<file path="src/btre_pkg.sv">
`timescale 1ns / 1ps
// Shared types, codes and helper functions for the bitmap text row emitter.
// No dependencies; every other file except btre_ram refers to it by scoped names.
package btre_pkg;

	// Default sizes and fixed glyph geometry
	localparam int FONT_BYTES_DEF     = 4096;
	localparam int MAX_GLYPH_ROWS_DEF = 16;
	localparam int GLYPH_WIDTH        = 8;
	localparam int QUEUE_DEPTH        = 2;

	// Character codes
	localparam logic [7:0] NEWLINE_CODE = 8'd10;
	localparam logic [7:0] END_CODE     = 8'd0;

	// Input selector
	localparam logic FUNC_LOAD = 1'b0;
	localparam logic FUNC_TEXT = 1'b1;

	// Classified operations handed from front to back
	localparam logic [1:0] OP_LOAD    = 2'd0;
	localparam logic [1:0] OP_NEWLINE = 2'd1;
	localparam logic [1:0] OP_END     = 2'd2;
	localparam logic [1:0] OP_CHAR    = 2'd3;

	// Result kinds
	localparam logic KIND_ROW  = 1'b0;
	localparam logic KIND_AREA = 1'b1;

	// Register map (index = paddr[4:2])
	localparam int         APB_AW         = 5;
	localparam int         APB_DW         = 32;
	localparam logic [2:0] REG_ORIGIN_X   = 3'd0;
	localparam logic [2:0] REG_ORIGIN_Y   = 3'd1;
	localparam logic [2:0] REG_SCALE      = 3'd2;
	localparam logic [2:0] REG_MIRROR     = 3'd3;
	localparam logic [2:0] REG_HEIGHT     = 3'd4;
	localparam logic [2:0] REG_FONT_LEN   = 3'd5;
	localparam logic [2:0] REG_COLOR      = 3'd6;

	localparam logic [3:0] SCALE_RST  = 4'd1;
	localparam logic [4:0] HEIGHT_RST = 5'd8;

	typedef struct packed {
		logic [15:0] origin_x;
		logic [15:0] origin_y;
		logic [3:0]  pixel_scale;
		logic        mirror_mode;
		logic [4:0]  glyph_height;
		logic [12:0] font_length;
		logic [15:0] draw_color;
	} cfg_t;

	// Cursor line reload on an origin_y write
	typedef struct packed {
		logic        en;
		logic [15:0] value;
	} line_load_t;

	typedef struct packed {
		logic [1:0]  op;
		logic [11:0] font_addr;
		logic [7:0]  font_byte;
		logic [7:0]  text_char;
	} cmd_t;

	typedef struct packed {
		logic        kind;
		logic [15:0] pos_x;
		logic [15:0] pos_y;
		logic [7:0]  column_mask;
		logic [3:0]  pixel_size;
		logic [15:0] color;
		logic [15:0] area_width;
		logic [15:0] area_height;
		logic        last;
	} result_t;

	// Clamp a signed value to the signed 16-bit range
	function automatic logic [15:0] sat_s16(input logic signed [31:0] v);
		logic [15:0] r;
		if (v > 32'sd32767) begin
			r = 16'h7FFF;
		end else if (v < -32'sd32768) begin
			r = 16'h8000;
		end else begin
			r = v[15:0];
		end
		return r;
	endfunction

	// Clamp a signed value to 0..65535
	function automatic logic [15:0] sat_u16(input logic signed [31:0] v);
		logic [15:0] r;
		if (v > 32'sd65535) begin
			r = 16'hFFFF;
		end else if (v < 32'sd0) begin
			r = 16'h0000;
		end else begin
			r = v[15:0];
		end
		return r;
	endfunction

	function automatic logic [7:0] reverse8(input logic [7:0] b);
		logic [7:0] r;
		for (int i = 0; i < 8; i++) begin
			r[7 - i] = b[i];
		end
		return r;
	endfunction

endpackage

</file>
<file path="src/btre_front.sv">
`timescale 1ns / 1ps
// Input side: takes stream transactions, classifies them into load / newline /
// end / character operations and queues them for the back end. Uses btre_pkg.
module btre_front (
	input  logic           clk,
	input  logic           arst_n,
	input  logic           s_axis_tvalid,
	output logic           s_axis_tready,
	input  logic [31:0]    s_axis_tdata,  // font_addr[11:0], font_byte[19:12], text_char[27:20]
	input  logic [0:0]     s_axis_tuser,  // func[0]
	output logic           cmd_valid,
	output btre_pkg::cmd_t cmd,
	input  logic           cmd_pop
);

	localparam int QD  = btre_pkg::QUEUE_DEPTH;
	localparam int QAW = $clog2(QD);

	btre_pkg::cmd_t entry_q [QD];
	btre_pkg::cmd_t new_cmd;
	logic [QAW-1:0] wr_ptr_q;
	logic [QAW-1:0] rd_ptr_q;
	logic [QAW:0]   count_q;
	logic           push;

	// Classify the incoming transaction
	always_comb begin
		new_cmd.font_addr = s_axis_tdata[11:0];
		new_cmd.font_byte = s_axis_tdata[19:12];
		new_cmd.text_char = s_axis_tdata[27:20];
		if (s_axis_tuser[0] == btre_pkg::FUNC_LOAD) begin
			new_cmd.op = btre_pkg::OP_LOAD;
		end else if (new_cmd.text_char == btre_pkg::NEWLINE_CODE) begin
			new_cmd.op = btre_pkg::OP_NEWLINE;
		end else if (new_cmd.text_char == btre_pkg::END_CODE) begin
			new_cmd.op = btre_pkg::OP_END;
		end else begin
			new_cmd.op = btre_pkg::OP_CHAR;
		end
	end

	assign s_axis_tready = (count_q != (QAW + 1)'(QD));
	assign push          = s_axis_tvalid && s_axis_tready;
	assign cmd_valid     = (count_q != '0);
	assign cmd           = entry_q[rd_ptr_q];

	// Queue storage
	always_ff @(posedge clk) begin
		if (push) begin
			entry_q[wr_ptr_q] <= new_cmd;
		end
	end

	// Queue pointers and fill count
	always_ff @(posedge clk or negedge arst_n) begin
		if (!arst_n) begin
			wr_ptr_q <= '0;
			rd_ptr_q <= '0;
			count_q  <= '0;
		end else begin
			if (push) begin
				wr_ptr_q <= (wr_ptr_q == QAW'(QD - 1)) ? '0 : wr_ptr_q + QAW'(1);
			end
			if (cmd_pop) begin
				rd_ptr_q <= (rd_ptr_q == QAW'(QD - 1)) ? '0 : rd_ptr_q + QAW'(1);
			end
			if (push && !cmd_pop) begin
				count_q <= count_q + (QAW + 1)'(1);
			end else if (!push && cmd_pop) begin
				count_q <= count_q - (QAW + 1)'(1);
			end
		end
	end

endmodule

</file>
<file path="config.mk">
export PLATFORM = sky130hd
export DESIGN_NAME = btre_front
export DESIGN_NICKNAME = d
export VERILOG_FILES = /design/src/btre_pkg.sv /design/src/btre_front.sv
export SDC_FILE = /design/constraint.sdc
export NUM_CORES = 1
export LEC_CHECK = 0
export BUFFER_PORTS_ARGS = -buffer_cell sky130_fd_sc_hd__buf_2
export CELL_PAD_IN_SITES_DETAIL_PLACEMENT = 0
export CELL_PAD_IN_SITES_GLOBAL_PLACEMENT = 2
export CORE_ASPECT_RATIO = 0.6
export CORE_MARGIN = 2
export CORE_UTILIZATION = 34
export CTS_BUF_LIST = sky130_fd_sc_hd__clkbuf_8
export CTS_CLUSTER_DIAMETER = 50
export DETAILED_ROUTE_END_ITERATION = 8
export HOLD_SLACK_MARGIN = 0.1
export PLACE_DENSITY_LB_ADDON = 0.1
export RECOVER_POWER = 100
export SYNTH_ARGS = -nofsm -noshare
export SYNTH_HDL_FRONTEND = slang
export SYNTH_SLANG_ARGS = --single-unit
</file>
<file path="constraint.sdc">
create_clock -name clk -period 2.2 [get_ports clk]
set_input_delay 0.55 -clock clk [delete_from_list [all_inputs] [get_ports clk]]
set_output_delay 0.55 -clock clk [all_outputs]
set_load 0.05 [all_outputs]
</file>
==> qor.yml <==
syn_nets: 155
synth_compound_area_share_pct: 0.681
finalPower_mw: 4.91
design.die.area_mm2: 0.00774
worstSkewPairLatency_ns: 0.33
vdd_ir_drop_max_mv: 0.515
fin_crit_ns: 2.10
rows: 23
design_area_mm2: 0.00305
post-place-ws_ns: 0.447
wire_per_inst_um: 14.9
ys_seq_area_share_pct: 79.6
regArea_mm2: 0.00190
yosysWarnings: 0
ys.flop_type: "edfxtp_1"
vias: 1271
antenna_found_initial: 0
filler_cell_count: 624
fin_skew_ns: 0.00721
synth_simple_gate_area_share_pct: 1.99
clock.fmax_mhz: 476
firstDrtPassIters: 4
p_leak_nw: 1.13
netlist_area_mm2: 0.00239
pin_count: 69
drtIter0Drc: 50
worst_slew_pin_slew_ns: 0.831
antenna_left: 0
grt_max_degree: 31
n_antenna_cell: 0
finalSetupViolations: 0
area_growth_pct: 27.6
drc: 0
stdcell_count: 286
fin_nets: 232
dp_cells: 269
slew_violations: 0
gr-total-overflow: 0
cts_buffer_depth: 2
ff2ff_path_depth: 4
synth-xor-area-share_pct: 1.83
post_cts_buffers: 0
grt_pass1_wl_mm: 6.71
avgSynthCellArea_um2: 20.4
dpl-instance-area_mm2: 0.00285
fin_setup_tns_ns: 0
dpl.hpwl_mm: 2.81
yosysTopAreaCell: "edfxtp_1"
place.gp.congestion: 0.692
worstPathArrival_ns: 1.55
netlist_top_cells_count: "edfxtp_1, mux2_2, dfrtp_1"
cts_tree: "built"
syn_inst: 117
yosys.cell_count.top_type: "edfxtp_1"
cts-root-buf: "clkbuf_8"
grtUsageTotal_pct: 12.2
synth_edf_count: 60
hold_viol_final: 0
cts_hold_buf: 1
worstHoldPathType: "input pin to flop"
status: "finished clean"
hold_path_depth: 1
grt_pass1_vias: 1337
synthAdderAreaFrac_pct: 0.524
synthTopCellsByArea: "edfxtp_1, mux2_2, dfrtp_1"
multi_input_area_um2: 465
end_kind: "output pin"
htreeDepth: 3
synth_mux_area_share_pct: 14.1
maxCapViolCount: 0
cp.required_ns: 1.65
slew_headroom_pct: 44.6
synth_top_area_share_pct: 75.4
ys_seq_elements: 64
grt_setup_unrepaired: "no"
core_mm2: 0.00673
cp_max_fo: 18
port_buffers: 64
cts_resized: 0
powerDensity_mw_per_mm2: 1610
drive_gt1_share_pct: 47.2
routed_via_density: 4.44
die_w_um: 112
path_class: "flop to output pin"
async_flop_share_pct: 6.25
cp-start-kind: "flop"
cts_buffers: 9
cts_sinks: 64
wl_mm: 4.26
synth_top_family_by_area: "multiplexers"
period_share_pct: 95.6
yosysUniqueCellTypes: 16
clkTransAtPathRegs_ns: 0.07
die_height_um: 68.9
initial_core_util_pct: 35.5
fin_ws_ns: 0.0976
==> through the flow <==
stage	hold WS, ns	util (%)
global route	0.377	45.3
floorplan	0.254	-
finish	0.408	45.3
CTS	0.384	45.9
detailed placement	0.366	42.3
global placement	0.360	42.3
==> metal layers <==
| layer | global-route usage (%) | share of wire [%] | routed length, um |
|---|---|---|---|
| met2 | 20.5 | 49 | 2070 |
| met1 | 13.8 | 44 | 1870 |
| met3 | 5.77 | 6.7 | 284 |
| met5 | 0 | 0 | 0 |
| met4 | 5.49 | 0.98 | 42 |
==> state kept, by name, summed over array words and instances, names as in the netlist <==
name and count:
count_q 2, entry_q 60, rd_ptr_q 1, wr_ptr_q 1
==> power breakdown <==
part / switching, mW / internal [mW] / total, mW / leakage (nW)
combinational: 1.45 / 0.529 / 1.98 / 0.409
clock: 0.427 / 0.743 / 1.17 / 0.114
sequential: 0.0808 / 1.68 / 1.76 / 0.604
==> cells by family after synthesis <==
logic type,Yosys count
adder cells (fa/ha/maj),1
AND/OR/NAND/NOR,10
XOR/XNOR,5
AO/OA/AOI/OAI,2
multiplexers,30
flip-flops,64
buffers and inverters,5
==> worst max-delay path, stage by stage (launching register included) <==
cell and delay [ns]:
dfrtp_1 0.35, buf_4 0.27, mux2_2 0.37, clkbuf_2 0.24
==> final timing paths <==
kind	from	endpoint	slack, ns
worst max-delay path	rd_ptr_q	cmd[3]	0.1
worst min-delay path	s_axis_tdata[8]	entry_q[0][24]	0.41
worst max register to register	count_q[0]	entry_q[0][17]	0.36
worst min register to register	count_q[1]	count_q[1]	0.52
max in group asynchronous	arst_n	wr_ptr_q	1.41
min in group asynchronous	arst_n	rd_ptr_q	0.59
==> cell type report <==
| class | instances | share of cell area, % |
|---|---|---|
| flip-flops and latches | 64 | 62.4 |
| multi-input cells | 48 | 15.3 |
| repair buffers | 69 | 10.9 |
| clock buffers | 9 | 4.06 |
| clock inverters | 7 | 3.61 |
| well taps | 87 | 3.57 |
| inverters | 2 | 0.246 |
==> cells in the final DEF, fill, tap and decap left out, types with 2 or more instances in the layout <==
cell        n
xor2_1      3
dfrtp_1     4
inv_1       2
clkinv_1    2
clkbuf_1   19
nor2_1      2
buf_4       2
mux2_2     29
edfxtp_1   60
bufinv_16   3
xnor2_1     2
clkbuf_2   22
clkbuf_8    9
buf_2      25
nand2_1     3
Power figures use the tool's default switching activity.
