--- src/btre_pkg.sv ---
`timescale 1ns / 1ps
// Shared types, codes and helper functions for the bitmap text row emitter.
// No dependencies; every other file except btre_ram refers to it by scoped names.
package btre_pkg;

	// Default sizes and fixed glyph geometry
	localparam int FONT_BYTES_DEF     = 4096;
	localparam int MAX_GLYPH_ROWS_DEF = 16;
	localparam int GLYPH_WIDTH        = 8;
	localparam int QUEUE_DEPTH        = 2;

	// Character codes
	localparam logic [7:0] NEWLINE_CODE = 8'd10;
	localparam logic [7:0] END_CODE     = 8'd0;

	// Input selector
	localparam logic FUNC_LOAD = 1'b0;
	localparam logic FUNC_TEXT = 1'b1;

	// Classified operations handed from front to back
	localparam logic [1:0] OP_LOAD    = 2'd0;
	localparam logic [1:0] OP_NEWLINE = 2'd1;
	localparam logic [1:0] OP_END     = 2'd2;
	localparam logic [1:0] OP_CHAR    = 2'd3;

	// Result kinds
	localparam logic KIND_ROW  = 1'b0;
	localparam logic KIND_AREA = 1'b1;

	// Register map (index = paddr[4:2])
	localparam int         APB_AW         = 5;
	localparam int         APB_DW         = 32;
	localparam logic [2:0] REG_ORIGIN_X   = 3'd0;
	localparam logic [2:0] REG_ORIGIN_Y   = 3'd1;
	localparam logic [2:0] REG_SCALE      = 3'd2;
	localparam logic [2:0] REG_MIRROR     = 3'd3;
	localparam logic [2:0] REG_HEIGHT     = 3'd4;
	localparam logic [2:0] REG_FONT_LEN   = 3'd5;
	localparam logic [2:0] REG_COLOR      = 3'd6;

	localparam logic [3:0] SCALE_RST  = 4'd1;
	localparam logic [4:0] HEIGHT_RST = 5'd8;

	typedef struct packed {
		logic [15:0] origin_x;
		logic [15:0] origin_y;
		logic [3:0]  pixel_scale;
		logic        mirror_mode;
		logic [4:0]  glyph_height;
		logic [12:0] font_length;
		logic [15:0] draw_color;
	} cfg_t;

	// Cursor line reload on an origin_y write
	typedef struct packed {
		logic        en;
		logic [15:0] value;
	} line_load_t;

	typedef struct packed {
		logic [1:0]  op;
		logic [11:0] font_addr;
		logic [7:0]  font_byte;
		logic [7:0]  text_char;
	} cmd_t;

	typedef struct packed {
		logic        kind;
		logic [15:0] pos_x;
		logic [15:0] pos_y;
		logic [7:0]  column_mask;
		logic [3:0]  pixel_size;
		logic [15:0] color;
		logic [15:0] area_width;
		logic [15:0] area_height;
		logic        last;
	} result_t;

	// Clamp a signed value to the signed 16-bit range
	function automatic logic [15:0] sat_s16(input logic signed [31:0] v);
		logic [15:0] r;
		if (v > 32'sd32767) begin
			r = 16'h7FFF;
		end else if (v < -32'sd32768) begin
			r = 16'h8000;
		end else begin
			r = v[15:0];
		end
		return r;
	endfunction

	// Clamp a signed value to 0..65535
	function automatic logic [15:0] sat_u16(input logic signed [31:0] v);
		logic [15:0] r;
		if (v > 32'sd65535) begin
			r = 16'hFFFF;
		end else if (v < 32'sd0) begin
			r = 16'h0000;
		end else begin
			r = v[15:0];
		end
		return r;
	endfunction

	function automatic logic [7:0] reverse8(input logic [7:0] b);
		logic [7:0] r;
		for (int i = 0; i < 8; i++) begin
			r[7 - i] = b[i];
		end
		return r;
	endfunction

endpackage

--- src/btre_cfg.sv ---
`timescale 1ns / 1ps
// APB register bank for the text row emitter (origin, scale, mirror, height,
// font length, color). Depends on btre_pkg.
module btre_cfg (
	input  logic                          clk,
	input  logic                          arst_n,
	input  logic                          psel,
	input  logic                          penable,
	input  logic                          pwrite,
	input  logic [btre_pkg::APB_AW-1:0]   paddr,
	input  logic [btre_pkg::APB_DW-1:0]   pwdata,
	output logic [btre_pkg::APB_DW-1:0]   prdata,
	output logic                          pready,
	output btre_pkg::cfg_t                cfg,
	output btre_pkg::line_load_t          line_load
);

	btre_pkg::cfg_t cfg_q;
	logic [2:0]     idx;
	logic           wr;

	assign pready = 1'b1;
	assign idx    = paddr[4:2];
	assign wr     = psel && penable && pwrite;
	assign cfg    = cfg_q;

	// origin_y writes also move the cursor line
	assign line_load.en    = wr && (idx == btre_pkg::REG_ORIGIN_Y);
	assign line_load.value = pwdata[15:0];

	// Register writes
	always_ff @(posedge clk or negedge arst_n) begin
		if (!arst_n) begin
			cfg_q.origin_x     <= '0;
			cfg_q.origin_y     <= '0;
			cfg_q.pixel_scale  <= btre_pkg::SCALE_RST;
			cfg_q.mirror_mode  <= 1'b0;
			cfg_q.glyph_height <= btre_pkg::HEIGHT_RST;
			cfg_q.font_length  <= '0;
			cfg_q.draw_color   <= '0;
		end else if (wr) begin
			case (idx)
				btre_pkg::REG_ORIGIN_X: cfg_q.origin_x     <= pwdata[15:0];
				btre_pkg::REG_ORIGIN_Y: cfg_q.origin_y     <= pwdata[15:0];
				btre_pkg::REG_SCALE:    cfg_q.pixel_scale  <= pwdata[3:0];
				btre_pkg::REG_MIRROR:   cfg_q.mirror_mode  <= pwdata[0];
				btre_pkg::REG_HEIGHT:   cfg_q.glyph_height <= pwdata[4:0];
				btre_pkg::REG_FONT_LEN: cfg_q.font_length  <= pwdata[12:0];
				btre_pkg::REG_COLOR:    cfg_q.draw_color   <= pwdata[15:0];
				default: ;
			endcase
		end
	end

	// Read back
	always_comb begin
		case (idx)
			btre_pkg::REG_ORIGIN_X: prdata = {16'd0, cfg_q.origin_x};
			btre_pkg::REG_ORIGIN_Y: prdata = {16'd0, cfg_q.origin_y};
			btre_pkg::REG_SCALE:    prdata = {28'd0, cfg_q.pixel_scale};
			btre_pkg::REG_MIRROR:   prdata = {31'd0, cfg_q.mirror_mode};
			btre_pkg::REG_HEIGHT:   prdata = {27'd0, cfg_q.glyph_height};
			btre_pkg::REG_FONT_LEN: prdata = {19'd0, cfg_q.font_length};
			btre_pkg::REG_COLOR:    prdata = {16'd0, cfg_q.draw_color};
			default:                prdata = '0;
		endcase
	end

endmodule

--- config.mk ---
export PLATFORM = sky130hd
export DESIGN_NAME = btre_cfg
export DESIGN_NICKNAME = d
export VERILOG_FILES = /design/src/btre_pkg.sv /design/src/btre_cfg.sv
export SDC_FILE = /design/constraint.sdc
export NUM_CORES = 1
export LEC_CHECK = 0
export BUFFER_PORTS_ARGS = -buffer_cell sky130_fd_sc_hd__buf_4
export CAP_MARGIN = 20
export CORE_ASPECT_RATIO = 1.1
export CORE_UTILIZATION = 47
export DETAILED_ROUTE_END_ITERATION = 12
export PLACE_DENSITY = 0.9
export SETUP_SLACK_MARGIN = 0.02
export SYNTH_ARGS = -nofsm -noshare
export SYNTH_HDL_FRONTEND = slang
export SYNTH_SLANG_ARGS = --single-unit
--- constraint.sdc ---
create_clock -name clk -period 1.3 [get_ports clk]
set_input_delay 0.13 -clock clk [delete_from_list [all_inputs] [get_ports clk]]
set_output_delay 0.13 -clock clk [all_outputs]
set_load 0.02 [all_outputs]
==> impl_metrics.yaml <==
status:
  status: "complete, but fails checks"
  violations: "negative setup slack"
final_layout:
  nNetsFinal: 496
  area_growth_syn_to_layout_pct: 53.6
  antenna_cells: 0
  largest_register_ffs: 71
  instances_no_fill: 546
  drive_gt1_share_pct: 68.0
  fillers: 472
hold_path:
  hold_path.class: "primary input to flop"
drt:
  firstDrtPassIters: 4
  finalWirelength_mm: 9.93
  viasPerCell: 5.25
  antenna_left: 0
  drc: 0
  wire_per_inst_um: 18.2
  vias: 2867
  drt_iter0_drc: 60
clocking:
  numCtsBuffers: 9
  clk_latency_ns: 0.33
  clk_path_buf_depth: 2
  cts_sinks: 71
  cts_tree: "built"
  htreeDepth: 3
  clkSlewWorstSetupHoldPaths_ns: 0.08
  root_buffer: "clkbuf_8"
setup_path:
  cp.required_ns: 1.17
  cp.arrival_ns: 1.58
  start_kind: "flop"
  critical_path_class: "flop to output port"
  crit_path_max_incr_delay_ns: 0.48
  worstPathCellList: "mux4_2 -> a22o_4 -> buf_6"
  endpoint_kind: "output port"
  cp_slowest_cell: "mux4_2"
  worstPathMaxFanout: 2
yosys:
  yosysTopAreaCell: "dfrtp_1"
  yosysMostFrequentCell: "dfrtp_1"
  synthFlopType: "dfrtp_1"
  synth_seq_cells: 71
  synthArstFlopShare_pct: 100
  synthTopCellsByArea: "dfrtp_1 48%, mux2_2 15%, mux2_1 9.1%"
  synth_top_area_share_pct: 48.2
  synthTopCellsByCount: "69 x dfrtp_1, 47 x mux2_2, 37 x buf_4"
  synth_cells: 268
  syn_avg_cell_area_um2: 13.4
  synth_cell_types: 36
  yosysSeqAreaShare_pct: 49.7
  netlist_area_um2: 3580
  ys_warn_count: 0
  synth_edf_count: 0
sta:
  slew_violations: 0
  fin_skew_ns: 0
  fmaxAchievable_mhz: 585
  hold_violations: 0
  setup_ws_ns: -0.408
  fin_crit_sh_pct: 131
  finalSetupViolCount: 7
  finalCriticalPeriod_ns: 1.71
  holdWs_ns: 0.0431
  rsz0062_at_grt: "true"
pwr:
  ir_drop_mv: 1.06
  p_int_mw: 5.56
  p_total_mw: 8.24
  power_density_nw_per_um2: 1500
  power_leakage_nw: 2.83
  power.switching_mw: 2.68
  clkPwrFrac_pct: 25.4
  pwr-share-comb_pct: 38.5
  seq_power_share_pct: 36.2
  sw_frac_of_total_pct: 32.5
run:
  max_cap_viol_count: 0
global_route:
  grt_use_total_pct: 25.1
  grt_overflow_total: 0
  antenna_found_initial: 0
  grt_pass1_wl_mm: 15.1
  grt_pass1_vias: 2928
  grt_max_degree: 72
floorplanning:
  num_rows: 33
  die_area_um2: 7980
  die_width_um: 85.2
  ios: 163
  coreArea_um2: 7430
  start_util_pct: 48.2
  die_h_um: 93.6
placed_design:
  hpwlAfterDp_mm: 6.81
  globalplace.congestion: 0.800
  portBuffers: 127
  dp.cells: 488
path summary, 6_finish.rpt:
path                            start   endpoint  slack (ns)  cells after the start
setup / recovery               cfg[1]  prdata[1]       -0.41                      3
hold / removal             pwdata[13]    cfg[68]        0.04                      2
setup reg to reg              cfg[22]    cfg[22]        0.26                      3
hold reg to reg               cfg[50]    cfg[50]        0.52                      1
max in group asynchronous      arst_n    cfg[32]        0.59                      3
min in group asynchronous      arst_n    cfg[13]        0.34                      3
critical path, delay by kind of cell, from the launching register on:
kind            cells  cell delay (ns)
buf+inv             1             0.13
mux                 1             0.48
flops               1             0.41
compound gates      1             0.23
layer usage:
metal  vias up  GRT usage [%]  wire length (um)
met5         -              0                 0
met4         0           9.60               180
met3        14           4.41               423
met2       111           44.4              5150
met1      1459           30.5              4180
li1       1283              -                 -
cells in the final DEF (no fill, tap or decap), types with 2 or more instances in the layout:
master / count
mux2i_1: 14
a221oi_2: 2
a22oi_1: 2
dfrtp_1: 66
mux2_2: 46
o22ai_1: 6
nand2b_1: 3
buf_6: 12
bufinv_16: 3
dfstp_2: 2
o22ai_2: 2
nand2_1: 3
nor2_8: 3
clkinv_2: 2
buf_12: 8
mux2_4: 11
dfrtp_2: 3
buf_4: 185
mux2_1: 19
clkbuf_8: 9
o2bb2ai_1: 3
a22oi_2: 6
conb_1: 17
nor2_2: 4
inv_1: 3
nor2_1: 3
kinds of logic (layout without fill, tap and decap cells):
logic type	Yosys count	count (layout)	share of synthesized area, %
mux	92	92	28.7
flops	71	71	49.7
buf+inv	50	226	9.88
compound gates	30	30	6.18
simple gates	23	23	5.34
other cells	2	17	0.210
final cells by class:
type / instances / area (um^2) / area share, %
clock buffer: 10 / 128 / 2.32
multi-input combinational: 162 / 1660 / 30.2
tap: 87 / 109 / 1.98
sequential: 71 / 1780 / 32.4
inverter: 4 / 18.8 / 0.341
clock inverter: 6 / 109 / 1.98
timing repair buffer: 206 / 1690 / 30.8
power by group through the flow:
stage / sequential, mW / clock (mW) / combinational (mW)
after floorplan: 3.51 / 0 / 0.922
after global placement: 3.02 / 0 / 2.54
after detailed placement: 3.05 / 0 / 2.61
after CTS: 2.96 / 2.12 / 2.97
after global routing: 3.03 / 2.22 / 3.33
final: 2.98 / 2.09 / 3.17
timing repair:
item | 4_1_cts | 5_1_grt
buffers inserted | 28 | 13
setup endpoints to repair | 16 | 16
hold endpoints to repair | 69 | 0
cloned | 0 | 0
pin swaps | 18 | 11
hold buffers | 1 | 0
gates resized for setup | 14 | 22
metrics by stage:
| stage | setup TNS [ns] | worst slack [ns] | util (%) | cell area (um^2) |
|---|---|---|---|---|
| 4_1_cts | -1.46 | -0.429 | 71.3 | 5300 |
| 3_5_place_dp | -8.11 | -0.175 | 64.4 | 4790 |
| 3_3_place_gp | -5.38 | -0.116 | 64.4 | 4790 |
| 5_1_grt | -1.92 | -0.459 | 74.0 | 5500 |
| 2_1_floorplan | 0 | 0.00389 | - | 3700 |
| 6_report | -1.34 | -0.408 | 74.0 | 5500 |
Power figures use the tool's default switching activity.
